===== config.mk =====
export PLATFORM = sky130hd
export DESIGN_NAME = pl0sm_ctrl
export DESIGN_NICKNAME = d
export VERILOG_FILES = /design/src/hw/rtl/pl0sm_pkg.sv /design/src/hw/rtl/pl0sm_ctrl.sv
export VERILOG_INCLUDE_DIRS = /design/src /design/src/hw/rtl
export SDC_FILE = /design/constraint.sdc
export NUM_CORES = 1
export LEC_CHECK = 0
export BUFFER_PORTS_ARGS = -buffer_cell sky130_fd_sc_hd__buf_4
export CORE_MARGIN = 2
export CORE_UTILIZATION = 42
export DETAILED_ROUTE_END_ITERATION = 10
export PLACE_DENSITY = 0.88
export RECOVER_POWER = 50
export SYNTH_ARGS = -nofsm -noshare
export SYNTH_HDL_FRONTEND = slang
export SYNTH_SLANG_ARGS = --single-unit

===== constraint.sdc =====
create_clock -name clk -period 1.85 [get_ports clk]
set_input_delay 0.2775 -clock clk [delete_from_list [all_inputs] [get_ports clk]]
set_output_delay 0.2775 -clock clk [all_outputs]
set_load 0.03 [all_outputs]

===== src/hw/rtl/assert_macros.svh =====
// assertion macros for the rtl
`ifndef ASSERT_MACROS_SVH
`define ASSERT_MACROS_SVH

// property that must hold at every edge outside reset
`define ASSERT_ALWAYS(lbl, clk, rst, prop) \
  lbl: assert property (@(posedge clk) disable iff (rst) (prop)) \
    else $error("assertion failed");

// implication checked at every edge outside reset
`define ASSERT_IMPLY(lbl, clk, rst, ante, cons) \
  lbl: assert property (@(posedge clk) disable iff (rst) (ante) |-> (cons)) \
    else $error("assertion failed");

// next-cycle implication checked outside reset
`define ASSERT_NEXT(lbl, clk, rst, ante, cons) \
  lbl: assert property (@(posedge clk) disable iff (rst) (ante) |=> (cons)) \
    else $error("assertion failed");

`endif


===== src/hw/rtl/pl0sm_pkg.sv =====
// types, constants and helpers of the p-machine execute unit
package pl0sm_pkg;

  localparam int STACK_WORDS   = 512;
  localparam int PROGRAM_WORDS = 512;
  localparam int MAX_LEVEL     = 15;
  localparam int ADDR_W = $clog2(STACK_WORDS);
  localparam int PTR_W  = ADDR_W + 1;
  localparam int PC_W   = $clog2(PROGRAM_WORDS);
  localparam int LVL_W  = $clog2(MAX_LEVEL + 1);
  localparam int WORD_W = 32;
  localparam int EXT_W  = WORD_W + 2;
  localparam logic [PC_W-1:0] START_PC_RESET = PC_W'(10);

  localparam logic [3:0] OP_LIT = 4'd1;
  localparam logic [3:0] OP_OPR = 4'd2;
  localparam logic [3:0] OP_LOD = 4'd3;
  localparam logic [3:0] OP_STO = 4'd4;
  localparam logic [3:0] OP_CAL = 4'd5;
  localparam logic [3:0] OP_INC = 4'd6;
  localparam logic [3:0] OP_JMP = 4'd7;
  localparam logic [3:0] OP_JPC = 4'd8;
  localparam logic [3:0] OP_SYS = 4'd9;

  localparam logic [3:0] OPR_RTN = 4'd0;
  localparam logic [3:0] OPR_ADD = 4'd1;
  localparam logic [3:0] OPR_SUB = 4'd2;
  localparam logic [3:0] OPR_MUL = 4'd3;
  localparam logic [3:0] OPR_DIV = 4'd4;
  localparam logic [3:0] OPR_EQL = 4'd5;
  localparam logic [3:0] OPR_NEQ = 4'd6;
  localparam logic [3:0] OPR_LSS = 4'd7;
  localparam logic [3:0] OPR_LEQ = 4'd8;
  localparam logic [3:0] OPR_GTR = 4'd9;
  localparam logic [3:0] OPR_GEQ = 4'd10;
  localparam logic [3:0] OPR_MOD = 4'd11;

  localparam logic [3:0] SYS_OUT  = 4'd1;
  localparam logic [3:0] SYS_READ = 4'd2;
  localparam logic [3:0] SYS_HALT = 4'd3;

  typedef struct packed {
    logic [3:0]        opcode;
    logic [3:0]        level;
    logic signed [31:0] operand;
    logic signed [31:0] read_value;
  } in_item_t;

  typedef struct packed {
    logic [PC_W-1:0]    next_pc;
    logic [PTR_W-1:0]   frame_base;
    logic [PTR_W-1:0]   stack_top;
    logic               out_valid;
    logic signed [31:0] out_value;
    logic               halted;
    logic               fault;
  } out_item_t;

  typedef enum logic [3:0] {
    S_IDLE, S_DECODE, S_WALK, S_WALK_WAIT, S_RD, S_RD_WAIT, S_RD2,
    S_CALC, S_DIV, S_EXEC, S_CAL2, S_CAL3, S_FINISH
  } state_t;

  typedef enum logic [2:0] {
    RA_SP, RA_SP_P1, RA_CHAIN, RA_CHAIN_M, RA_BP_M1, RA_BP_M2
  } rd_sel_t;

  typedef enum logic [2:0] {
    WA_SP_M1, WA_SP_P1, WA_CHAIN_M, WA_SP_M2, WA_SP_M3
  } wr_sel_t;

  typedef enum logic [2:0] {
    WD_M, WD_A, WD_RES, WD_CHAIN, WD_BP, WD_PC3, WD_RV
  } wd_sel_t;

  typedef enum logic [2:0] {
    SP_KEEP, SP_M1, SP_P1, SP_BP_P1, SP_SUB_M
  } sp_sel_t;

  typedef enum logic [1:0] {
    BP_KEEP, BP_A, BP_SP_M1
  } bp_sel_t;

  typedef enum logic [1:0] {
    PC_KEEP, PC_INC, PC_M, PC_RDATA
  } pc_sel_t;

  typedef struct packed {
    logic    accept;
    logic    rd_en;
    rd_sel_t rd_sel;
    logic    wr_en;
    wr_sel_t wr_sel;
    wd_sel_t wd_sel;
    logic    load_chain;
    logic    walk_step;
    logic    load_a;
    logic    load_b;
    logic    calc;
    logic    div_start;
    logic    div_take;
    logic    zero_fault;
    sp_sel_t sp_sel;
    bp_sel_t bp_sel;
    pc_sel_t pc_sel;
    logic    set_ov;
    logic    set_stop;
    logic    out_load;
  } cmd_t;

  typedef struct packed {
    logic [3:0] opcode;
    logic       m_small;
    logic [3:0] m_code;
    logic       stopped;
    logic       cnt_zero;
    logic       a_zero;
    logic       b_zero;
    logic       div_done;
    logic       out_free;
  } status_t;

  // keep 0..STACK_WORDS, otherwise reduce modulo the depth
  function automatic logic [PTR_W-1:0] wrap_ptr(input logic signed [EXT_W-1:0] p);
    logic [PTR_W-1:0] r;
    if (p >= 0 && p <= STACK_WORDS) r = p[PTR_W-1:0];
    else r = {1'b0, p[ADDR_W-1:0]};
    return r;
  endfunction

endpackage


===== src/hw/rtl/pl0sm_ctrl.sv =====
// sequencer of the execute unit
module pl0sm_ctrl (
  input  logic               clk,
  input  logic               rst,
  input  logic               in_valid,
  output logic               in_stall,
  input  pl0sm_pkg::status_t status,
  output pl0sm_pkg::cmd_t    cmd
);
  import pl0sm_pkg::*;
  `include "assert_macros.svh"

  state_t state;
  state_t state_next;

  logic is_rtn;
  logic is_arith;
  logic is_divmod;
  logic sys_out;
  logic sys_read;
  logic sys_halt;

  assign is_rtn    = status.opcode == OP_OPR && status.m_small && status.m_code == OPR_RTN;
  assign is_arith  = status.opcode == OP_OPR && status.m_small &&
                     status.m_code >= OPR_ADD && status.m_code <= OPR_MOD;
  assign is_divmod = status.m_code == OPR_DIV || status.m_code == OPR_MOD;
  assign sys_out   = status.m_small && status.m_code == SYS_OUT;
  assign sys_read  = status.m_small && status.m_code == SYS_READ;
  assign sys_halt  = status.m_small && status.m_code == SYS_HALT;

  always_ff @(posedge clk) begin
    if (rst) state <= S_IDLE;
    else state <= state_next;
  end

  always_comb begin
    state_next = state;
    case (state)
      S_IDLE: if (in_valid) state_next = S_DECODE;
      S_DECODE: begin
        if (status.stopped) state_next = S_FINISH;
        else if (status.opcode == OP_LOD || status.opcode == OP_STO ||
                 status.opcode == OP_CAL) state_next = S_WALK;
        else if (is_rtn || is_arith || status.opcode == OP_JPC ||
                 (status.opcode == OP_SYS && sys_out)) state_next = S_RD;
        else state_next = S_EXEC;
      end
      S_WALK: begin
        if (!status.cnt_zero) state_next = S_WALK_WAIT;
        else if (status.opcode == OP_CAL) state_next = S_EXEC;
        else state_next = S_RD;
      end
      S_WALK_WAIT: state_next = S_WALK;
      S_RD:        state_next = S_RD_WAIT;
      S_RD_WAIT:   state_next = is_arith ? S_RD2 : S_EXEC;
      S_RD2:       state_next = S_CALC;
      S_CALC:      state_next = (is_divmod && !status.b_zero) ? S_DIV : S_EXEC;
      S_DIV:       if (status.div_done) state_next = S_EXEC;
      S_EXEC:      state_next = (status.opcode == OP_CAL) ? S_CAL2 : S_FINISH;
      S_CAL2:      state_next = S_CAL3;
      S_CAL3:      state_next = S_FINISH;
      S_FINISH:    if (status.out_free) state_next = S_IDLE;
      default:     state_next = S_IDLE;
    endcase
  end

  always_comb begin
    cmd = '0;
    cmd.rd_sel = RA_SP;
    cmd.wr_sel = WA_SP_M1;
    cmd.wd_sel = WD_M;
    cmd.sp_sel = SP_KEEP;
    cmd.bp_sel = BP_KEEP;
    cmd.pc_sel = PC_KEEP;
    case (state)
      S_IDLE: cmd.accept = in_valid;
      S_DECODE: begin
        if (!status.stopped && (status.opcode == OP_LOD || status.opcode == OP_STO ||
                                status.opcode == OP_CAL)) cmd.load_chain = 1'b1;
      end
      S_WALK: begin
        if (!status.cnt_zero) begin
          cmd.rd_en  = 1'b1;
          cmd.rd_sel = RA_CHAIN;
        end
      end
      S_WALK_WAIT: cmd.walk_step = 1'b1;
      S_RD: begin
        cmd.rd_en = 1'b1;
        if (status.opcode == OP_LOD) cmd.rd_sel = RA_CHAIN_M;
        else if (is_rtn) cmd.rd_sel = RA_BP_M1;
        else if (is_arith) cmd.rd_sel = RA_SP_P1;
        else cmd.rd_sel = RA_SP;
      end
      S_RD_WAIT: begin
        cmd.load_a = 1'b1;
        if (is_rtn) begin
          cmd.rd_en  = 1'b1;
          cmd.rd_sel = RA_BP_M2;
        end else if (is_arith) begin
          cmd.rd_en  = 1'b1;
          cmd.rd_sel = RA_SP;
        end
      end
      S_RD2: cmd.load_b = 1'b1;
      S_CALC: begin
        if (!is_divmod) cmd.calc = 1'b1;
        else if (status.b_zero) cmd.zero_fault = 1'b1;
        else cmd.div_start = 1'b1;
      end
      S_DIV: cmd.div_take = status.div_done;
      S_EXEC: begin
        cmd.pc_sel = PC_INC;
        case (status.opcode)
          OP_LIT: begin
            cmd.wr_en  = 1'b1;
            cmd.wd_sel = WD_M;
            cmd.sp_sel = SP_M1;
          end
          OP_OPR: begin
            if (is_rtn) begin
              cmd.pc_sel = PC_RDATA;
              cmd.bp_sel = BP_A;
              cmd.sp_sel = SP_BP_P1;
            end else if (is_arith) begin
              cmd.wr_en  = 1'b1;
              cmd.wr_sel = WA_SP_P1;
              cmd.wd_sel = WD_RES;
              cmd.sp_sel = SP_P1;
            end
          end
          OP_LOD: begin
            cmd.wr_en  = 1'b1;
            cmd.wd_sel = WD_A;
            cmd.sp_sel = SP_M1;
          end
          OP_STO: begin
            cmd.wr_en  = 1'b1;
            cmd.wr_sel = WA_CHAIN_M;
            cmd.wd_sel = WD_A;
            cmd.sp_sel = SP_P1;
          end
          OP_CAL: begin
            // static link first, pointers move on the last write
            cmd.pc_sel = PC_KEEP;
            cmd.wr_en  = 1'b1;
            cmd.wd_sel = WD_CHAIN;
          end
          OP_INC: cmd.sp_sel = SP_SUB_M;
          OP_JMP: cmd.pc_sel = PC_M;
          OP_JPC: begin
            cmd.pc_sel = status.a_zero ? PC_M : PC_INC;
            cmd.sp_sel = SP_P1;
          end
          OP_SYS: begin
            if (sys_out) begin
              cmd.set_ov = 1'b1;
              cmd.sp_sel = SP_P1;
            end else if (sys_read) begin
              cmd.wr_en  = 1'b1;
              cmd.wd_sel = WD_RV;
              cmd.sp_sel = SP_M1;
            end else if (sys_halt) begin
              cmd.set_stop = 1'b1;
            end
          end
          default: ;
        endcase
      end
      S_CAL2: begin
        cmd.wr_en  = 1'b1;
        cmd.wr_sel = WA_SP_M2;
        cmd.wd_sel = WD_BP;
      end
      S_CAL3: begin
        cmd.wr_en  = 1'b1;
        cmd.wr_sel = WA_SP_M3;
        cmd.wd_sel = WD_PC3;
        cmd.bp_sel = BP_SP_M1;
        cmd.pc_sel = PC_M;
      end
      S_FINISH: cmd.out_load = status.out_free;
      default: ;
    endcase
  end

  assign in_stall = (state != S_IDLE);

  `ASSERT_IMPLY(a_halt_no_write, clk, rst, status.stopped && state != S_EXEC, !cmd.wr_en)
  `ASSERT_IMPLY(a_load_free, clk, rst, cmd.out_load, status.out_free)
  `ASSERT_ALWAYS(a_rd_wr_apart, clk, rst, !(cmd.rd_en && cmd.wr_en))
  `ASSERT_NEXT(a_finish_done, clk, rst, state == S_FINISH && status.out_free, state == S_IDLE)

endmodule


[Word level (Yosys, flattened, before mapping)]
Cells that the tools add are included.
Word-level totals
  register bits: 4
  bits in latches: 0
  memory bits (writable): 0
  ROM bits: 0
  logic and storage cells: 119
  memories kept: 0
Cells by class
  $add $sub $neg: 0
  multiply operators: 0
  divide/modulo/power cells: 0
  magnitude comparators: 2
  equal/unequal tests: 29
  shifts and indexed selects: 0
  muxes and demuxes: 61
  bitwise gates (word level): 0
  reductions and logical operators: 26
Operators by type and width (count)
  case mux 4 bit (13 select lines): 1
  2-to-1 mux 4 bit: 12
  == test 4 x 3 -> 1 bit, second input constant: 9
  == test 4 bit, second input constant: 8
  == test 4 x 2 -> 1 bit, second input constant: 6
  2-to-1 mux 1 bit: 23
  2-to-1 mux 3 bit: 7
  case mux 7 bit (3 select lines): 1
  2-to-1 mux 2 bit: 8
  case mux 3 bit (5 select lines): 1
  2-to-1 mux 7 bit: 2
  == test 4 x 1 -> 1 bit, second input constant: 3
  case mux 3 bit (4 select lines): 1
  case mux 4 bit (3 select lines): 1
  logical AND 1 bit: 10
  zero test 4 bit: 2
  case mux 2 bit (4 select lines): 1
  case mux 4 bit (2 select lines): 1
  logical OR 1 bit: 6
  inequality test 2 bit, second input constant: 3
  case mux 3 bit (2 select lines): 1
  OR reduction 2 bit: 3
  >= comparator 4 x 1 -> 1 bit, second input constant: 1
  <= comparator 4 bit, second input constant: 1
  5 further kinds: 6

[Logic depth before layout (Yosys ltp)]
Gate-level depths: netlist of run 1.
  depth after elaboration: 11
  gate-level depth with buffers: 7
  mapped depth without buffers: 6

[Least setup slack after synthesis of run 1]
Ideal clock, no wire load.
  kind: input-to-output
  start point: input status[8] in the netlist's numbering
  end point: output cmd[25] in the netlist's numbering
  arrival: 2066 ps
  required time: 1572 ps
  slack: -493 ps
  stages: 3
  path buffers: 0
  path through: or4_1 or4_4 a2111oi_2
RTL lines
  from (decl): line pl0sm_ctrl.sv:7  | input pl0sm_pkg::status_t status,
  to (decl): line pl0sm_ctrl.sv:8  | output pl0sm_pkg::cmd_t cmd

==> results of run 1 <==
-- metal layers --
metal | vias up | global-route usage | share of wire
met5 | - | 0 | 0
met1 | 729 | 0.325 | 0.39
met3 | 19 | 0.0361 | 0.070
met4 | 0 | 0.150 | 0.046
li1 | 726 | - | -
met2 | 96 | 0.526 | 0.49
-- worst max path at each step --
stage | start | cells after the start | to
finish | status[8] | 5 | cmd[25]
global placement | status[8] | 5 | cmd[25]
global route | status[8] | 5 | cmd[25]
detailed placement | status[8] | 5 | cmd[25]
floorplan | status[8] | 3 | cmd[25]
CTS | status[8] | 5 | cmd[25]
-- repair_timing --
item	4_1_cts	5_1_grt
endpoints found under the setup margin	16	16
resized for setup	19	7
pin swaps	3	3
buffers inserted	1	1
-- cells in the final DEF (no fill, tap or decap), types with 2 or more instances in the layout --
cell       synthesis  routed
o21ai_0            9       9
buf_4              2      64
clkbuf_2           1       4
nand4bb_1          3       3
dfxtp_2            0       2
nor3_2             1       5
a311oi_1           3       2
nand4_1            4       4
or4_4              1       2
nor3_1             8       4
nor3b_1            3       3
a211oi_1           4       2
and3_1             4       3
o31ai_1            2       2
dfxtp_1            4       2
clkbuf_4           1       3
or4b_1             3       2
nand2b_1           6       6
nor2b_1            5       4
buf_6              3       3
nor4b_1            2       2
inv_1              6       6
clkbuf_1           3       2
nand3_1            4       4
a21oi_1            8       6
nor2_4             0       2
nand2_1           11      10
nor2_1            26      23
a31oi_1            4       4
a211oi_2           0       2
-- through the flow --
| stage | area [sq um] | hold slack, ps |
|---|---|---|
| floorplan | 1090 | 347 |
| global placement | 1580 | 460 |
| detailed placement | 1580 | 462 |
| CTS | 1690 | 208 |
| global route | 1710 | 218 |
| finish | 1710 | 212 |
-- critical path: cells and delay by family --
| kind | cells | cell delay (ps) |
|---|---|---|
| buffers and inverters | 2 | 300 |
| AO/OA/AOI/OAI | 1 | 300 |
| AND/OR/NAND/NOR | 2 | 1000 |
-- area by class of cell --
cell class / count / share of cell area
well taps: 28 / 0.0205
repair buffers: 73 / 0.317
clock buffers: 3 / 0.0132
flip-flops and latches: 4 / 0.0484
multi-input cells: 136 / 0.588
inverters: 6 / 0.0132
-- power by group through the flow --
stage | sequential (mW) | combinational [mW] | clock, mW
2_1_floorplan | 0.132 | 0.633 | 0
3_3_place_gp | 0.157 | 0.865 | 0
3_5_place_dp | 0.156 | 0.889 | 0
4_1_cts | 0.159 | 0.916 | 0.111
5_1_grt | 0.164 | 1.00 | 0.116
6_report | 0.163 | 0.936 | 0.108
-- kinds of logic after synthesis --
kind of cell / after synthesis / share of synthesized area
simple gates: 94 / 0.552
flops: 4 / 0.0773
buf+inv: 17 / 0.0966
xor+xnor: 1 / 0.00846
compound gates: 41 / 0.266
==> metrics.log, run 1 <==
INFO  metric clock_pin_transition_on_the_worst_setup_and_hold_timing_paths = ~40 ps
INFO  metric cts_made_buffers = 3
INFO  metric port_buffers = 48
INFO  metric drt-initial-drc-count = between 40 and 50
INFO  metric synth_top_area_frac = 0.0942
INFO  metric timing.critical_path.to_type = primary output
INFO  metric synthesis.nets = 175
INFO  metric run_status = finished with violations
INFO  metric setup_viol_count_final = 13
INFO  metric power.share.clock = 0.090
INFO  metric grt_start_max_net_pins = 15
INFO  metric cts-hold-fix-buffers = 0
INFO  metric grt_setup_unrepaired = true
INFO  metric timing.final.max_slew_violations = 0
INFO  metric cp-start-kind = input pin
INFO  metric failed_checks = negative setup slack
INFO  metric clock_period_minus_worst_slack = approximately 2200 ps
INFO  metric synthArstFlopShare = 0
INFO  metric layout.area.seq = ~83 sq um
INFO  metric detail_route.drc_violations = 0
INFO  metric ant_nets = 0
INFO  metric htree_num_levels = 1
INFO  metric multiInputGateArea = ~1000 sq um
INFO  metric fillerInstances = about 180
INFO  metric ys_top_cells_by_area = nor2_1 (9.4%), dfxtp_1 (7.7%), o21ai_0 (4.3%)
INFO  metric netSwitchingFraction = 0.541
INFO  metric synthesis.area_per_instance = ~6.6 sq um
INFO  metric p_leak = just over 0.7 nW
INFO  metric synth.most_common_cell = nor2_1
INFO  metric avgRoutedWirePerCell = 16.3 um
INFO  metric timing.critical_path.fanout_max = 4
INFO  metric number_of_enable_type_register_cells_in_the_synthesized_netlist = 0
INFO  metric place.detailed.hpwl = 3030 um
INFO  metric synth-seq-cells = 4
INFO  metric clk_root_buffer_cell = clkbuf_4
INFO  metric worst_clock_skew = 0.506 ps
INFO  metric regMostFlops = state
INFO  metric row_count = 17
INFO  metric min_period_over_period = 1.17
INFO  metric core-area = 2280 sq um
INFO  metric initial_utilization = 0.455
INFO  metric global_route.overflow_total = 0
INFO  metric reg.largest.list = state x4
INFO  metric regToRegStartpoint = state[1]
INFO  metric worst_path_max_delay_cell = or4_4
INFO  metric totalPowerFinal = 1.21 mW
INFO  metric min_setup_slack_post_route = -310 ps
INFO  metric r2r-end = state[3]
INFO  metric arrival = 1880 ps
INFO  metric timing.fmax = between 400 and 500 MHz
INFO  metric vias_per_cell = between 6 and 7
INFO  metric share_of_cells_above_drive_strength_1 = 0.491
INFO  metric clock_path_buffers = 2
INFO  metric required = roughly 1600 ps
INFO  metric mappedNetlistArea = between 1000 and 1500 sq um
INFO  metric synthTopCellsByCount = nor2_1 (26), nand2_1 (11), o21ai_0 (9), a21oi_1 (8), nor3_1 (8)
INFO  metric worst_slew_pin_slew = approximately 480 ps
INFO  metric final.setup.tns = -2130 ps
INFO  metric hp-class = input pin to register
INFO  metric largest_register_ffs = 4
INFO  metric synth_cell_types = between 50 and 60
INFO  metric area_enclosed_by_the_die_boundary = between 2000 and 3000 sq um
INFO  metric pwr_density_cell = 706 nW/um^2
INFO  metric cts_num_sinks = 4
INFO  metric die-height = ~54 um
INFO  metric grt_pass1_vias = between 1000 and 1500
INFO  metric critical-path-max-stage-delay = approximately 520 ps
INFO  metric worst_path_most_repeated_cell = or4_4
INFO  metric vias = 1570
INFO  metric hold_critical_path_endpoint = state[2]
INFO  metric fp.dieW = between 50 and 60 um
INFO  metric crit_chain = buf_6 -> or4_4 -> or4_4 -> a2111oi_4 -> buf_4
INFO  metric num_antenna_cells = 0
INFO  metric area_delta_synth_final = 64.9%
INFO  metric seq_area_frac_synth = 0.0773
INFO  metric yosys.area.top_type = nor2_1
INFO  metric post_synthesis_cell_count = 157
INFO  metric drt_wl_total = 4080 um
INFO  metric grt_pass1_wl = 6260 um
INFO  metric finalHoldViolCount = 0
INFO  metric clk-insertion-delay-late = roughly 230 ps
INFO  metric switching_power = about 0.65 mW
INFO  metric max_cap_violations = 0
INFO  metric firstDrtPassIters = 4
INFO  metric pin_count = between 40 and 50
INFO  metric r2r.worst_path.cells = 3
INFO  metric holdPathStages = 2
INFO  metric placedCellCount = roughly 250
INFO  metric gp_congestion = ~0.94
INFO  metric power.internal = around 0.55 mW
INFO  metric design.final.nets = 242
INFO  metric finish.utilization = 0.750
INFO  metric tritoncts = built
INFO  metric dpl_worst_slack = -336 ps
INFO  metric synthesis_warnings = 0
INFO  metric min_from = rst
INFO  metric grt.total_usage = 0.290
INFO  metric share_comb_of_total_power = 0.776
INFO  metric seqPwrFrac = 0.135
INFO  metric finish.cell_count_without_fillers = between 200 and 300
INFO  metric timing.slew.headroom = 0.676
INFO  metric synth_ff_type = dfxtp_1
INFO  metric worst_ir_drop_vdd = between 0.8 and 0.9 mV
INFO  metric setup.worst_path.class = input pin to primary output
INFO  metric antenna_found_initial = 0
INFO  metric setup_slack_reg_to_reg = about 150 ps
Note: power is estimated with default switching activity, not from simulation.
==> run 2: changes to the inputs <==
CORE_UTILIZATION = 38   (was 42)
PLACE_DENSITY = 0.82   (was 0.88)
SLEW_MARGIN = 20   (was unset)
==> run 2 against run 1 <==
The flow still finishes with violations (negative setup slack). Hold slack worse by 16 ps. Clock-buffer cell count unchanged. Die area rose by 9.7%. Largest cell class unchanged.
==> metrics.log, run 2 (synthesis results as in run 1) <==
INFO  metric cts_num_sinks = 4
INFO  metric firstDrtPassIters = 4
INFO  metric critPathBufInv = 2
INFO  metric core-area = ~2500 sq um
INFO  metric timing.final.max_slew_violations = 0
INFO  metric pwr_density_cell = about 710 nW/um^2
INFO  metric final.setup.tns = -1850 ps
INFO  metric die-height = ~56 um
INFO  metric hold_critical_path_endpoint = state[2]
INFO  metric ant_nets = 0
INFO  metric grt_setup_unrepaired = true
INFO  metric detail_route.drc_violations = 0
INFO  metric max_cap_violations = 0
INFO  metric row_count = 18
INFO  metric drt_wl_total = approximately 3800 um
INFO  metric clock_path_buffers = 2
INFO  metric grt_start_max_net_pins = 16
INFO  metric area_delta_synth_final = 69.9%
INFO  metric antenna_found_initial = 0
INFO  metric port_buffers = 48
INFO  metric global_route.overflow_total = 0
INFO  metric htree_num_levels = 1
INFO  metric grt_pass1_vias = about 1400
INFO  metric run_status = finished with violations
INFO  metric tritoncts = built
INFO  metric r2r-end = state[3]
INFO  metric fin_area = ~1800 sq um
INFO  metric vias = 1495
INFO  metric clock_pin_transition_on_the_worst_setup_and_hold_timing_paths = around 40 ps
INFO  metric vias_per_cell = around 5.9
INFO  metric cts-hold-fix-buffers = 0
INFO  metric detailed_place.area = approximately 1600 sq um
INFO  metric clock_period_minus_worst_slack = 2170 ps
INFO  metric place.detailed.hpwl = about 2800 um
INFO  metric final_cell_mix = buf_4 (66), nor2_1 (21), nand2_1 (10)
INFO  metric min_setup_slack_post_route = -320 ps
INFO  metric design.final.nets = between 200 and 250
INFO  metric worst_path_most_repeated_cell = or4_4
INFO  metric drt-initial-drc-count = around 60
INFO  metric reg.largest.list = state x4
INFO  metric cts_made_buffers = 3
INFO  metric mostFrequentLayoutCell = buf_4
INFO  metric totalPowerFinal = between 1 and 1.5 mW
INFO  metric initial_utilization = 0.411
INFO  metric pin_count = roughly 50
INFO  metric hp-class = input pin to register
INFO  metric required = 1570 ps
INFO  metric num_antenna_cells = 0
INFO  metric placedCellCount = 247
INFO  metric timing.critical_path.fanout_max = 4
INFO  metric largest_register_ffs = 4
INFO  metric arrival = roughly 1900 ps
INFO  metric regToRegStartpoint = state[1]
INFO  metric avgRoutedWirePerCell = around 15 um
INFO  metric share_of_cells_above_drive_strength_1 = 0.516
INFO  metric grt.total_usage = 0.228
INFO  metric finish.cell_count_without_fillers = around 250
INFO  metric grt_pass1_wl = just under 6000 um
INFO  metric failed_checks = negative setup slack
INFO  metric worst_path_max_delay_cell = or4_4
INFO  metric worst_ir_drop_vdd = roughly 0.82 mV
INFO  metric timing.fmax = roughly 460 MHz
INFO  metric min_from = rst
INFO  metric worst_clock_skew = approximately 9.7 ps
INFO  metric timing.critical_path.to_type = primary output
INFO  metric worst_slew_pin_slew = between 400 and 500 ps
INFO  metric area_enclosed_by_the_die_boundary = about 3200 sq um
INFO  metric fin_hold_ws = approximately 200 ps
INFO  metric crit_chain = buf_6 -> or4_4 -> or4_4 -> a2111oi_4 -> buf_4
INFO  metric clk-insertion-delay-late = roughly 250 ps
INFO  metric gp_congestion = 0.953
INFO  metric setup_slack_reg_to_reg = roughly 110 ps
INFO  metric cp-start-kind = input pin
INFO  metric critical-path-max-stage-delay = 520 ps
INFO  metric timing.slew.headroom = 0.729
INFO  metric p_leak = 0.747 nW
INFO  metric cpLargestDelayFamily = simple AND/OR/NAND/NOR gates
INFO  metric setup.worst_path.class = input pin to primary output
INFO  metric finalHoldViolCount = 0
INFO  metric holdPathStages = 2
INFO  metric min_period_over_period = 1.17
INFO  metric clk_root_buffer_cell = clkbuf_4
INFO  metric regMostFlops = state
INFO  metric setup_viol_count_final = 12
INFO  metric r2r.worst_path.cells = 3
INFO  metric fp.dieW = roughly 56 um
[run 2: layout make-up]
| type | count | area (sq um) |
|---|---|---|
| tap | 30 | 37.5 |
| sequential | 4 | 90.1 |
| inverter | 6 | 22.5 |
| timing repair buffer | 74 | 582 |
| fill | 214 | 762 |
| multi-input combinational | 136 | 1010 |
| clock buffer | 3 | 22.5 |
[run 2: per-layer routing]
layer / track usage / vias up / part of all wire
met1: 0.278 / 670 / 0.39
li1: - / 728 / -
met4: 0.0714 / 0 / 0.0071
met2: 0.415 / 93 / 0.51
met3: 0.0233 / 4 / 0.088
met5: 0 / - / 0
[run 2: power breakdown]
| group | total [mW] | switching, mW | leakage (nW) | internal (mW) |
|---|---|---|---|---|
| combinational | 0.947 | 0.559 | 0.698 | 0.388 |
| sequential | 0.184 | 0.0600 | 0.0350 | 0.124 |
| clock | 0.112 | 0.0396 | 0.0138 | 0.0727 |
| total | 1.24 | 0.658 | 0.747 | 0.585 |
[run 2: repair_timing]
item                                    CTS  global route
setup buffers                             1             2
endpoints found under the setup margin   18            19
pin swaps                                 4             9
gates resized for setup                  24            12
[run 2: metrics by stage]
stage / setup slack [ps] / utilization
global route: -383 / 0.698
floorplan: -233 / -
global placement: -356 / 0.628
detailed placement: -365 / 0.628
CTS: -329 / 0.677
finish: -320 / 0.698
[run 2: worst max-delay path by stage]
stage | depth (start not counted) | to | startpoint | slack (ps)
2_1_floorplan | 3 | cmd[25] | status[8] | -230
3_3_place_gp | 5 | cmd[25] | status[8] | -360
3_5_place_dp | 5 | cmd[25] | status[8] | -370
4_1_cts | 5 | cmd[25] | status[8] | -330
5_1_grt | 7 | cmd[25] | status[9] | -380
6_report | 5 | cmd[25] | status[8] | -320
[run 2: worst reg2reg max path, stage by stage, from the launching register on]
cell     delay [ps]
dfxtp_4         360
or4b_1          600
or4b_1          530
a31oi_1         170
==> run 3: changes to the inputs <==
CORE_UTILIZATION = 42   (was 38)
PLACE_DENSITY = 0.88   (was 0.82)
REMOVE_ABC_BUFFERS = 1   (was unset)
==> run 3 against run 2 <==
The flow still finishes with violations (negative setup slack). Critical endpoint unchanged. Sequential cell count unchanged. Largest power group unchanged. First-iteration DRC count up 17%. Clock power is essentially flat.
==> metrics.log, run 3 (synthesis results as in run 1) <==
INFO  metric timing.fmax = about 450 MHz
INFO  metric row_count = 17
INFO  metric timing.critical_path.to_type = primary output
INFO  metric clk_root_buffer_cell = clkbuf_4
INFO  metric max_cap_violations = 0
INFO  metric detailed_place.area = 1550 sq um
INFO  metric switching_power = between 0.6 and 0.7 mW
INFO  metric seqPwrFrac = 0.144
INFO  metric min_period_over_period = 1.19
INFO  metric hp-class = input pin to register
INFO  metric crit_chain = buf_6 -> or4_4 -> or4_4 -> a2111oi_4 -> buf_6
INFO  metric place.detailed.hpwl = 2720 um
INFO  metric die-height = about 54 um
INFO  metric placedCellCount = 248
INFO  metric area_enclosed_by_the_die_boundary = around 2900 sq um
INFO  metric grt_setup_unrepaired = true
INFO  metric netSwitchingFraction = 0.527
INFO  metric worst_path_max_delay_cell = or4_4
INFO  metric firstDrtPassIters = 4
INFO  metric avgRoutedWirePerCell = 16.6 um
INFO  metric required = roughly 1600 ps
INFO  metric drt_wl_total = 4310 um
INFO  metric p_leak = between 0.7 and 0.8 nW
INFO  metric antenna_found_initial = 0
INFO  metric timing.final.max_slew_violations = 0
INFO  metric worst_clock_skew = ~1.5 ps
INFO  metric grt_start_max_net_pins = 15
INFO  metric cts_made_buffers = 3
INFO  metric run_status = finished with violations
INFO  metric reg.largest.list = state x4
INFO  metric critical-path-max-stage-delay = around 530 ps
INFO  metric worst_slew_pin_slew = between 500 and 600 ps
INFO  metric port_buffers = between 40 and 50
INFO  metric area_delta_synth_final = 77.7%
INFO  metric ant_nets = 0
INFO  metric initial_utilization = 0.455
INFO  metric power.internal = between 0.6 and 0.7 mW
INFO  metric fin_hold_ws = 214 ps
INFO  metric clk-insertion-delay-late = roughly 240 ps
INFO  metric fin_area = 1840 sq um
INFO  metric timing.slew.headroom = 0.605
INFO  metric mostFrequentLayoutCell = buf_4
INFO  metric clock_period_minus_worst_slack = 2210 ps
INFO  metric setup.worst_path.class = input pin to primary output
INFO  metric clock_path_buffers = 2
INFO  metric cpLargestDelayFamily = simple AND/OR/NAND/NOR gates
INFO  metric min_setup_slack_post_route = -360 ps
INFO  metric arrival = roughly 1900 ps
INFO  metric vias_per_cell = between 6 and 7
INFO  metric core-area = 2280 sq um
INFO  metric cts-hold-fix-buffers = 0
INFO  metric finish.cell_count_without_fillers = 260
INFO  metric num_antenna_cells = 0
INFO  metric drt-initial-drc-count = 69
INFO  metric final_cell_mix = buf_4 (61), nor2_1 (22), buf_6 (12)
INFO  metric grt_pass1_vias = 1418
INFO  metric critPathBufInv = 2
INFO  metric detail_route.drc_violations = 0
INFO  metric cts_num_sinks = 4
INFO  metric clock_pin_transition_on_the_worst_setup_and_hold_timing_paths = approximately 40 ps
INFO  metric share_of_cells_above_drive_strength_1 = 0.539
INFO  metric power.share.clock = 0.087
INFO  metric timing.critical_path.fanout_max = 3
INFO  metric htree_num_levels = 1
INFO  metric vias = 1580
INFO  metric largest_register_ffs = 4
INFO  metric pwr_density_cell = 704 nW/um^2
INFO  metric tritoncts = built
INFO  metric failed_checks = negative setup slack
INFO  metric grt_pass1_wl = around 6300 um
INFO  metric cp-start-kind = input pin
INFO  metric share_comb_of_total_power = 0.769
INFO  metric pin_count = slightly below 50
INFO  metric finalHoldViolCount = 0
INFO  metric gp_congestion = between 0.8 and 0.9
INFO  metric regMostFlops = state
INFO  metric worst_ir_drop_vdd = 0.874 mV
INFO  metric grt.total_usage = 0.289
INFO  metric fp.dieW = between 50 and 60 um
INFO  metric global_route.overflow_total = 0
INFO  metric design.final.nets = between 200 and 300
INFO  metric setup_viol_count_final = 15
## run 3: cell count changes in the layout (fill, tap and decap cells not counted), moves of 2 or more
cell,previous run,this run
clkbuf_1,1,3
o21ai_2,0,2
nor2_2,4,2
nand3_2,0,2
nand3_1,4,2
nor3_2,5,3
clkbuf_2,0,6
buf_4,66,61
a21oi_1,7,5
buf_6,6,12
a21oi_2,1,3
## run 3: path summary, 6_finish.rpt
| path | from | end | slack [ps] | depth (start not counted) |
|---|---|---|---|---|
| max reg2reg | state[1] | state[3] | 160 | 3 |
| max | status[6] | cmd[25] | -360 | 5 |
| min reg2reg | state[0] | state[3] | 690 | 3 |
| min | rst | state[1] | 210 | 2 |
## run 3: cell type report
type | count | area [sq um]
inverters | 6 | 22.5
flip-flops and latches | 4 | 92.6
repair buffers | 83 | 649
well taps | 28 | 35.0
clock buffers | 3 | 22.5
multi-input cells | 136 | 1020
fillers | 161 | 435
## run 3: per-layer routing
metal,track usage,part of all wire
met4,0.0641,0.019
met3,0.0389,0.075
met5,0,0
met1,0.358,0.40
met2,0.522,0.51
## run 3: power groups by stage
stage / Sequential [mW] / Combinational, mW / Clock [mW]
6_report: 0.187 / 0.996 / 0.112
3_5_place_dp: 0.179 / 0.837 / 0
4_1_cts: 0.177 / 0.924 / 0.112
3_3_place_gp: 0.178 / 0.829 / 0
2_1_floorplan: 0.206 / 0.442 / 0
5_1_grt: 0.192 / 1.07 / 0.118
## run 3: timing repair
| action | in CTS | in global routing |
|---|---|---|
| pin swaps | 10 | 13 |
| gates resized for setup | 31 | 28 |
| setup endpoints to repair | 19 | 21 |
| buffers inserted | 4 | 6 |
## run 3: stage by stage
stage / TNS (ps) / util / worst slack [ps] / total power [mW]
floorplan: -2590 / - / -493 / 0.648
global placement: -2660 / 0.681 / -413 / 1.01
detailed placement: -2720 / 0.681 / -441 / 1.02
CTS: -2210 / 0.761 / -408 / 1.21
global route: -4280 / 0.809 / -398 / 1.38
finish: -3220 / 0.809 / -360 / 1.30
